$ cat config.mk
export PLATFORM = sky130hd
export DESIGN_NAME = web_text_normalizer_core
export DESIGN_NICKNAME = d
export VERILOG_FILES = /design/src/rtl/wtn_pkg.sv /design/src/rtl/web_text_normalizer_core.sv /design/src/rtl/wtn_front.sv /design/src/rtl/wtn_queue.sv /design/src/rtl/wtn_back.sv
export SDC_FILE = /design/constraint.sdc
export NUM_CORES = 1
export LEC_CHECK = 0
export ABC_AREA = 0
export BUFFER_PORTS_ARGS = -buffer_cell sky130_fd_sc_hd__buf_2
export CAP_MARGIN = 40
export CORE_ASPECT_RATIO = 1.2
export CORE_MARGIN = 2
export CORE_UTILIZATION = 40
export CTS_CLUSTER_SIZE = 10
export DETAILED_ROUTE_END_ITERATION = 6
export SYNTH_ARGS = -nofsm -noshare
export SYNTH_HDL_FRONTEND = slang
export SYNTH_SLANG_ARGS = --single-unit
export TNS_END_PERCENT = 5
$ cat constraint.sdc
create_clock -name clk -period 4.3 [get_ports clk]
set_input_delay 0 -clock clk [delete_from_list [all_inputs] [get_ports clk]]
set_output_delay 0 -clock clk [all_outputs]
set_load 0.05 [all_outputs]
$ cat src/rtl/wtn_pkg.sv
// Shared types, character constants and byte helpers for the web text normaliser.
// No dependencies; imported by every module of the block.
package wtn_pkg;

  localparam logic [7:0] CH_SPACE = 8'd32;
  localparam logic [7:0] CH_CR    = 8'd13;
  localparam logic [7:0] CH_TAB   = 8'd9;
  localparam logic [7:0] CH_LF    = 8'd10;
  localparam logic [7:0] CH_PCT   = 8'h25;
  localparam logic [7:0] CH_LT    = 8'h3C;
  localparam logic [7:0] CH_GT    = 8'h3E;
  localparam logic [7:0] CH_UC_A  = 8'h41;
  localparam logic [7:0] CH_UC_Z  = 8'h5A;
  localparam logic [7:0] CH_ZERO  = 8'h30;
  localparam logic [7:0] CH_NINE  = 8'h39;
  localparam logic [7:0] CH_LC_A  = 8'h61;
  localparam logic [7:0] CH_LC_F  = 8'h66;
  localparam logic [7:0] ACC_LO   = 8'd192;
  localparam logic [7:0] ACC_HI   = 8'd221;
  localparam logic [7:0] CASE_OFS = 8'd32;

  localparam int MAX_RES = 3;
  localparam int CNT_W   = $clog2(MAX_RES + 1);
  localparam int QDEPTH  = 4;
  localparam int QPTR_W  = $clog2(QDEPTH);

  localparam int REG_IDX_W = 2;
  localparam logic [REG_IDX_W-1:0] REG_KEEP_CASE      = 2'd0;
  localparam logic [REG_IDX_W-1:0] REG_DECODE_ESCAPES = 2'd1;
  localparam logic [REG_IDX_W-1:0] REG_STRIP_TAGS     = 2'd2;

  typedef struct packed {
    logic [MAX_RES-1:0][7:0] chars;
    logic [CNT_W-1:0]        count;
    logic                    last;
  } wtn_entry_t;

  typedef struct packed {
    logic [7:0] data;
    logic       valid;
    logic       eod;
  } wtn_result_t;

  function automatic logic [7:0] stage_one(input logic [7:0] c, input logic keep);
    logic [7:0] r;
    r = c;
    if (!keep && (((c >= CH_UC_A) && (c <= CH_UC_Z)) || ((c >= ACC_LO) && (c <= ACC_HI)))) begin
      r = c + CASE_OFS;
    end else if ((c == CH_CR) || (c == CH_TAB) || (c == CH_LF)) begin
      r = CH_SPACE;
    end
    return r;
  endfunction

  function automatic logic is_hex(input logic [7:0] c);
    return ((c >= CH_ZERO) && (c <= CH_NINE)) || ((c >= CH_LC_A) && (c <= CH_LC_F));
  endfunction

  function automatic logic [3:0] hex_val(input logic [7:0] c);
    return (c <= CH_NINE) ? c[3:0] : (c[3:0] + 4'd9);
  endfunction

endpackage

$ cat src/rtl/web_text_normalizer_core.sv
// Web text normaliser top level: configuration registers, front end, queue, back end.
// Depends on wtn_pkg, wtn_front, wtn_queue and wtn_back.
//
// Input channel: drive in_byte and last_byte with push; a beat is taken at a
// rising edge with push high and full low. Result channel: while empty is low
// out_byte, byte_valid and end_of_document show the oldest result; raise pop
// to take it. Each document byte gives zero to three results; the final byte
// of a document always gives at least one, the last carrying end_of_document
// (a bare marker with byte_valid low when nothing else is left).
// Configuration: cfg_we writes cfg_data into register cfg_index (0 keep_case,
// 1 decode_escapes, 2 strip_tags) at the clock edge; write only while idle.
// With the back end idle, the first result of a byte is written into the queue
// and then loaded into the result buffer, both registered, before it shows.
// Throughput: one input beat per cycle while bytes give at most one result
// each and pop stays high; the back end's result buffer drains one result per
// cycle, so a byte giving k results holds the back end until all k are popped,
// and the four-entry queue absorbs the burst before full rises.
// Reset: rst clears the queue and the result buffer, the escape and tag state,
// and loads the register defaults. A stalled receiver fills the result buffer,
// then the queue, then raises full; nothing is dropped.
module web_text_normalizer_core import wtn_pkg::*; (
  input  logic                 clk,
  input  logic                 rst,
  input  logic                 push,
  output logic                 full,
  input  logic [7:0]           in_byte,
  input  logic                 last_byte,
  output logic                 empty,
  input  logic                 pop,
  output logic [7:0]           out_byte,
  output logic                 byte_valid,
  output logic                 end_of_document,
  input  logic                 cfg_we,
  input  logic [REG_IDX_W-1:0] cfg_index,
  input  logic                 cfg_data
);

  logic        keep_case;
  logic        decode_escapes;
  logic        strip_tags;
  logic        q_push;
  logic        q_pop;
  logic        q_empty;
  wtn_entry_t  q_wr;
  wtn_entry_t  q_rd;
  wtn_result_t result;

  always_ff @(posedge clk) begin
    if (rst) begin
      keep_case      <= 1'b0;
      decode_escapes <= 1'b0;
      strip_tags     <= 1'b1;
    end else if (cfg_we) begin
      unique case (cfg_index)
        REG_KEEP_CASE:      keep_case      <= cfg_data;
        REG_DECODE_ESCAPES: decode_escapes <= cfg_data;
        REG_STRIP_TAGS:     strip_tags     <= cfg_data;
        default: ;
      endcase
    end
  end

  wtn_front u_front (
    .clk            (clk),
    .rst            (rst),
    .push           (push),
    .in_byte        (in_byte),
    .last_byte      (last_byte),
    .keep_case      (keep_case),
    .decode_escapes (decode_escapes),
    .strip_tags     (strip_tags),
    .q_full         (full),
    .q_push         (q_push),
    .q_entry        (q_wr)
  );

  wtn_queue u_queue (
    .clk     (clk),
    .rst     (rst),
    .wr_en   (q_push),
    .wr_data (q_wr),
    .full    (full),
    .rd_en   (q_pop),
    .rd_data (q_rd),
    .empty   (q_empty)
  );

  wtn_back u_back (
    .clk        (clk),
    .rst        (rst),
    .strip_tags (strip_tags),
    .q_empty    (q_empty),
    .q_data     (q_rd),
    .q_pop      (q_pop),
    .pop        (pop),
    .empty      (empty),
    .result     (result)
  );

  assign out_byte        = result.data;
  assign byte_valid      = result.valid;
  assign end_of_document = result.eod;

`ifndef ASSERT_OFF
  a_reset_empty: assert property (@(posedge clk) rst |=> (empty && q_empty))
    else $error("result side not empty after reset");

  a_bare_is_end: assert property (@(posedge clk) disable iff (rst)
    (!empty && !byte_valid) |-> (end_of_document && (out_byte == 8'd0)))
    else $error("bare result without end marker or with data");

  a_last_pushes: assert property (@(posedge clk) disable iff (rst)
    (push && !full && last_byte) |-> q_push)
    else $error("final byte of a document queued nothing");
`endif

endmodule

$ cat src/rtl/wtn_front.sv
// Front end: case folding, whitespace mapping, percent-escape decoding and document-start space.
// Emits at most one queue entry of up to three candidate bytes per accepted byte; uses wtn_pkg.
module wtn_front import wtn_pkg::*; (
  input  logic       clk,
  input  logic       rst,
  input  logic       push,
  input  logic [7:0] in_byte,
  input  logic       last_byte,
  input  logic       keep_case,
  input  logic       decode_escapes,
  input  logic       strip_tags,
  input  logic       q_full,
  output logic       q_push,
  output wtn_entry_t q_entry
);

  logic [1:0] held_count;
  logic [1:0] held_count_next;
  logic [7:0] held_char;
  logic [7:0] held_char_next;
  logic       doc_start;
  logic       accept;
  logic [7:0] s;
  wtn_entry_t e;

  function automatic wtn_entry_t add_char(input wtn_entry_t x, input logic [7:0] c);
    wtn_entry_t y;
    y = x;
    if (x.count < CNT_W'(MAX_RES)) begin
      y.chars[x.count[1:0]] = c;
      y.count = x.count + 1'b1;
    end
    return y;
  endfunction

  assign accept = push && !q_full;
  assign s      = stage_one(in_byte, keep_case);

  always_comb begin
    e = '0;
    e.last = last_byte;
    held_count_next = held_count;
    held_char_next  = held_char;
    if (doc_start && strip_tags) begin
      e = add_char(e, CH_SPACE);
    end
    if (!decode_escapes) begin
      if (held_count != 2'd0) e = add_char(e, CH_PCT);
      if (held_count == 2'd2) e = add_char(e, held_char);
      e = add_char(e, s);
      held_count_next = 2'd0;
    end else begin
      case (held_count)
        2'd0: begin
          if (s == CH_PCT) held_count_next = 2'd1;
          else e = add_char(e, s);
        end
        2'd1: begin
          if (is_hex(s)) begin
            held_char_next  = s;
            held_count_next = 2'd2;
          end else begin
            e = add_char(e, CH_PCT);
            if (s == CH_PCT) begin
              held_count_next = 2'd1;
            end else begin
              e = add_char(e, s);
              held_count_next = 2'd0;
            end
          end
        end
        default: begin
          if (is_hex(s)) begin
            e = add_char(e, {hex_val(held_char), hex_val(s)});
            held_count_next = 2'd0;
          end else begin
            e = add_char(e, CH_PCT);
            e = add_char(e, held_char);
            if (s == CH_PCT) begin
              held_count_next = 2'd1;
            end else begin
              e = add_char(e, s);
              held_count_next = 2'd0;
            end
          end
        end
      endcase
    end
    if (last_byte) begin
      if (held_count_next != 2'd0) e = add_char(e, CH_PCT);
      if (held_count_next == 2'd2) e = add_char(e, held_char_next);
      held_count_next = 2'd0;
    end
  end

  assign q_push  = accept && ((e.count != '0) || last_byte);
  assign q_entry = e;

  always_ff @(posedge clk) begin
    if (rst) begin
      held_count <= 2'd0;
      doc_start  <= 1'b1;
    end else if (accept) begin
      held_count <= held_count_next;
      doc_start  <= last_byte;
    end
  end

  always_ff @(posedge clk) begin
    if (accept) begin
      held_char <= held_char_next;
    end
  end

endmodule

$ cat src/rtl/wtn_queue.sv
// Short entry queue between the front and back ends.
// Register-based, one write and one read port; uses wtn_pkg.
module wtn_queue import wtn_pkg::*; (
  input  logic       clk,
  input  logic       rst,
  input  logic       wr_en,
  input  wtn_entry_t wr_data,
  output logic       full,
  input  logic       rd_en,
  output wtn_entry_t rd_data,
  output logic       empty
);

  wtn_entry_t        slots [QDEPTH];
  logic [QPTR_W-1:0] wr_ptr;
  logic [QPTR_W-1:0] rd_ptr;
  logic [QPTR_W:0]   count;
  logic              do_wr;
  logic              do_rd;

  assign full    = (count == (QPTR_W+1)'(QDEPTH));
  assign empty   = (count == '0);
  assign do_wr   = wr_en && !full;
  assign do_rd   = rd_en && !empty;
  assign rd_data = slots[rd_ptr];

  always_ff @(posedge clk) begin
    if (rst) begin
      wr_ptr <= '0;
      rd_ptr <= '0;
      count  <= '0;
    end else begin
      if (do_wr) wr_ptr <= wr_ptr + 1'b1;
      if (do_rd) rd_ptr <= rd_ptr + 1'b1;
      if (do_wr && !do_rd) count <= count + 1'b1;
      else if (do_rd && !do_wr) count <= count - 1'b1;
    end
  end

  always_ff @(posedge clk) begin
    if (do_wr) begin
      slots[wr_ptr] <= wr_data;
    end
  end

endmodule

$ cat src/rtl/wtn_back.sv
// Back end: tag stripping, space collapsing and end-of-document marking.
// Drains queue entries into a small result buffer popped one beat at a time; uses wtn_pkg.
module wtn_back import wtn_pkg::*; (
  input  logic        clk,
  input  logic        rst,
  input  logic        strip_tags,
  input  logic        q_empty,
  input  wtn_entry_t  q_data,
  output logic        q_pop,
  input  logic        pop,
  output logic        empty,
  output wtn_result_t result
);

  wtn_result_t      res [MAX_RES];
  wtn_result_t      rb  [MAX_RES];
  logic [CNT_W-1:0] res_count;
  logic [CNT_W-1:0] rn;
  logic             inside_tag;
  logic             prev_was_space;
  logic             inside_next;
  logic             prev_next;
  logic             take;
  logic             shift;

  always_comb begin
    logic [7:0] b;
    logic       keep;
    for (int k = 0; k < MAX_RES; k++) rb[k] = '0;
    rn          = '0;
    inside_next = inside_tag;
    prev_next   = prev_was_space;
    for (int k = 0; k < MAX_RES; k++) begin
      b    = q_data.chars[k];
      keep = 1'b0;
      if (CNT_W'(k) < q_data.count) begin
        if (!strip_tags) begin
          keep = 1'b1;
        end else begin
          if (b == CH_LT) inside_next = 1'b1;
          if (b == CH_GT) begin
            inside_next = 1'b0;
            b = CH_SPACE;
          end
          if (!inside_next && !((b == CH_SPACE) && prev_next)) begin
            keep      = 1'b1;
            prev_next = (b == CH_SPACE);
          end
        end
      end
      if (keep) begin
        rb[rn[1:0]] = '{data: b, valid: 1'b1, eod: 1'b0};
        rn = rn + 1'b1;
      end
    end
    if (q_data.last) begin
      if (rn == '0) begin
        rb[0] = '{data: 8'd0, valid: 1'b0, eod: 1'b0};
        rn = CNT_W'(1);
      end
      rb[2'(rn - 1'b1)].eod = 1'b1;
      inside_next = 1'b0;
      prev_next   = 1'b0;
    end
  end

  assign empty  = (res_count == '0);
  assign result = res[0];
  assign take   = !q_empty && ((res_count == '0) || ((res_count == CNT_W'(1)) && pop));
  assign shift  = pop && !empty;
  assign q_pop  = take;

  always_ff @(posedge clk) begin
    if (rst) begin
      res_count      <= '0;
      inside_tag     <= 1'b0;
      prev_was_space <= 1'b0;
    end else if (take) begin
      res_count      <= rn;
      inside_tag     <= inside_next;
      prev_was_space <= prev_next;
    end else if (shift) begin
      res_count <= res_count - 1'b1;
    end
  end

  always_ff @(posedge clk) begin
    if (take) begin
      res <= rb;
    end else if (shift) begin
      for (int k = 0; k < MAX_RES - 1; k++) res[k] <= res[k+1];
    end
  end

endmodule
==> impl_metrics.json <==
{
  "status": "completed",
  "io_pins": 29,
  "n_antenna_cell": 0,
  "clockRootBuffer": "clkbuf_16",
  "min_period_over_period": 0.952,
  "critPathLaunchType": "flip-flop",
  "synth_edf_count": 146,
  "setup_viol": 0,
  "max_slew_margin": 0.417,
  "dr.pass1.iters": 6,
  "synth_cell_types": 81,
  "syn_nets": 910,
  "wl_um": 24500,
  "grt_max_degree": 41,
  "hp-class": "in2reg",
  "powerDensity_nw_per_um2": 590,
  "globalplace.congestion": 0.986,
  "cts_max_path_buffers": 2,
  "ys_async_sr_fraction": 0,
  "initial_core_util": 0.407,
  "cts-buffers-inserted": 17,
  "num_rows": 61,
  "maxSlewViolCount": 0,
  "synthToLayoutAreaGrowth_pct": 15.0,
  "ys_seq_elements": 165,
  "ant_nets": 0,
  "synth.top_cell.area_share": 0.466,
  "crit_chain": "mux4_2 > or4b_4 > or4_4 > o2111ai_2 > mux2i_1 > a311oi_2 > inv_1 > fa_1 > nand2_1 > buf_4 > o31ai_1 > o21ai_0",
  "vias": 7305,
  "antenna_found_initial": 0,
  "grt_pass1_vias": 7197,
  "hpwl_um": 18200,
  "clockPowerShare": 0.235,
  "finalPower_w": 0.00639,
  "netSwitchingPower_w": 0.00232,
  "layout-drive-gt1-share": 0.177,
  "cts_tree": "yes",
  "endpoint_kind": "flip-flop",
  "synth_area_um2": 9420,
  "vdd_drop_max_v": 0.000313,
  "hold_viol": 0,
  "critical_path_class": "reg2reg",
  "gr-total-overflow": 0,
  "m1WireLength_um": 9690,
  "wl_met3_um": 1180,
  "core-area_um2": 23100,
  "fin_area_um2": 10800,
  "min_period_ns": 4.09,
  "placed_area_um2": 10200,
  "dieHeight_um": 172,
  "place_inst": 1208,
  "die-area_um2": 24800,
  "seq_power_share": 0.368,
  "routedWlPerCell_um": 19.6,
  "rsz0062_at_grt": "false",
  "dr.max_layer_used": "met4",
  "final_util": 0.468,
  "drv_cap": 0,
  "cp.arrival_ns": 4.27,
  "clock_insertion_delay_worst_skew_ns": 0.42,
  "portBuffers": 28,
  "dr_wl_met2_um": 12400,
  "numClockSinks": 165,
  "synth.area.top_cells": "edfxtp_1 47%, mux4_2 6.2%, dfxtp_1 4.0%, ha_1 3.3%, nor2_1 3.0%",
  "swShare": 0.363,
  "p_int_w": 0.00407,
  "cpPeakStageDelay_ns": 0.59,
  "avgSynthCellArea_um2": 10.9,
  "yosysMostFrequentCell": "edfxtp_1",
  "max_freq_ghz": 0.244,
  "synth_largest_area_cell": "edfxtp_1",
  "crit_path_top_delay_cell": "or4b_4",
  "p_comb_frac": 0.397,
  "netlist_instances": 866,
  "grt_usage": 0.205,
  "worst_slew_pin_slew_ns": 0.867,
  "worst-path-max-fanout": 7,
  "cts_max_level": 4,
  "setup-tns-final_ns": 0,
  "path_clk_slew_ns": 0.07,
  "routed_via_density": 5.85,
  "synth_ff_type": "edfxtp_1",
  "synth_seq_area_share": 0.506,
  "yosysWarnings": 0,
  "grt_first_pass_wirelength_um": 38900,
  "p_leak_nw": 3.88,
  "fp.dieW_um": 144,
  "drc_errors": 0,
  "drt_iter0_drc": 858,
  "yosys-top-cells-count": "146 x edfxtp_1, 75 x nor2_1, 69 x nand2_1, 52 x a21oi_1, 47 x nand3_1",
  "cp_data_required_time_ns": 4.47,
  "nets": 964,
  "final_cells": 1248,
  "clock_skew_ns": 0.0119
}
-- final timing paths --
check / endpoint / from / slack, ns / cells past startpoint
worst max-delay path: u_back.result[1] / flip-flop / 0.21 / 12
worst min-delay path: u_front.held_count[0] / push / 0.02 / 4
worst max register to register: u_back.result[1] / flip-flop / 0.21 / 12
worst min register to register: u_queue.count[2] / u_queue.count[2] / 0.50 / 2
-- critical path, delay by kind of cell, from the launching register on --
kind	cells	cell delay, ns
and+or+nand+nor	3	1.25
muxes	2	0.68
AOI/OAI and AO/OA	4	0.66
adders and majority gates	1	0.56
DFF	1	0.43
buffers and inverters	2	0.26
-- power by group through the flow --
| stage | Sequential, W | Clock (W) | Combinational, W |
|---|---|---|---|
| floorplan | 0.00235 | 0 | 0.00189 |
| global placement | 0.00237 | 0 | 0.00251 |
| detailed placement | 0.00239 | 0 | 0.00252 |
| CTS | 0.00235 | 0.00153 | 0.00254 |
| global route | 0.00239 | 0.00160 | 0.00280 |
| finish | 0.00235 | 0.00150 | 0.00254 |
-- cell type report --
| cell class | instances | area (µm²) |
|---|---|---|
| inverter | 42 | 159 |
| timing repair buffer | 94 | 666 |
| fill | 2130 | 12300 |
| clock inverter | 13 | 155 |
| sequential | 165 | 4770 |
| multi-input combinational | 600 | 4250 |
| tap | 315 | 394 |
| clock buffer | 19 | 433 |
-- per-stage QoR --
step	setup slack [ns]	hold slack [ns]
after floorplan	0.0133	0.0989
after global placement	0.130	0.261
after detailed placement	0.0273	0.268
after CTS	0.0898	0.0111
after global routing	0.0126	0.0717
final	0.208	0.0182
-- what timing repair did --
item / 4_1_cts / 5_1_grt
endpoints found under the setup margin: 0 / 10
buffers inserted: 0 / 1
hold buffers: 7 / 0
endpoints found under the hold margin: 16 / 0
gates resized for setup: 0 / 4
-- logic make-up (layout without fill, tap and decap cells) --
kind of cell               after synthesis  in the layout  share of synthesized area
AOI/OAI and AO/OA                      232            232                      0.165
muxes                                   44             44                     0.0837
adders and majority gates               27             27                     0.0375
and+or+nand+nor                        288            288                      0.153
DFF                                    165            165                      0.506
buffers and inverters                  101            168                     0.0470
xor gates and xnor gates                 9              9                    0.00837
-- cell usage in the layout, fill, tap and decap left out, types with 11 or more instances in the layout --
master,Yosys,layout
edfxtp_1,146,146
nor2_1,75,75
nand2_1,69,69
buf_4,8,58
a21oi_1,52,50
nand3_1,47,47
o21ai_0,38,38
inv_1,36,36
buf_2,3,28
mux4_2,26,26
ha_1,25,25
a22oi_1,18,18
a31oi_1,17,17
clkbuf_16,0,17
dfxtp_1,19,17
o22ai_1,16,16
mux2i_1,15,15
nor3_1,13,12
o211ai_1,12,12
or3_1,11,11
and3_1,11,11
-- state kept, by name (all words and copies together) (netlist names), 2 cells and up, named ones only --
| name | count |
|---|---|
| u_back.res_count | 2 |
| u_back.res | 20 |
| u_queue.slots | 108 |
| u_front.held_char | 8 |
| u_queue.rd_ptr | 2 |
| u_front.held_count | 2 |
| u_back.result | 10 |
| u_queue.wr_ptr | 2 |
| u_queue.count | 3 |
-- metal layers --
metal,vias to the layer above,GRT usage
met5,-,0
met2,279,0.361
met3,80,0.0330
li1,3430,-
met4,0,0.110
met1,3516,0.240
No activity file was read; power rests on OpenSTA's default activity.
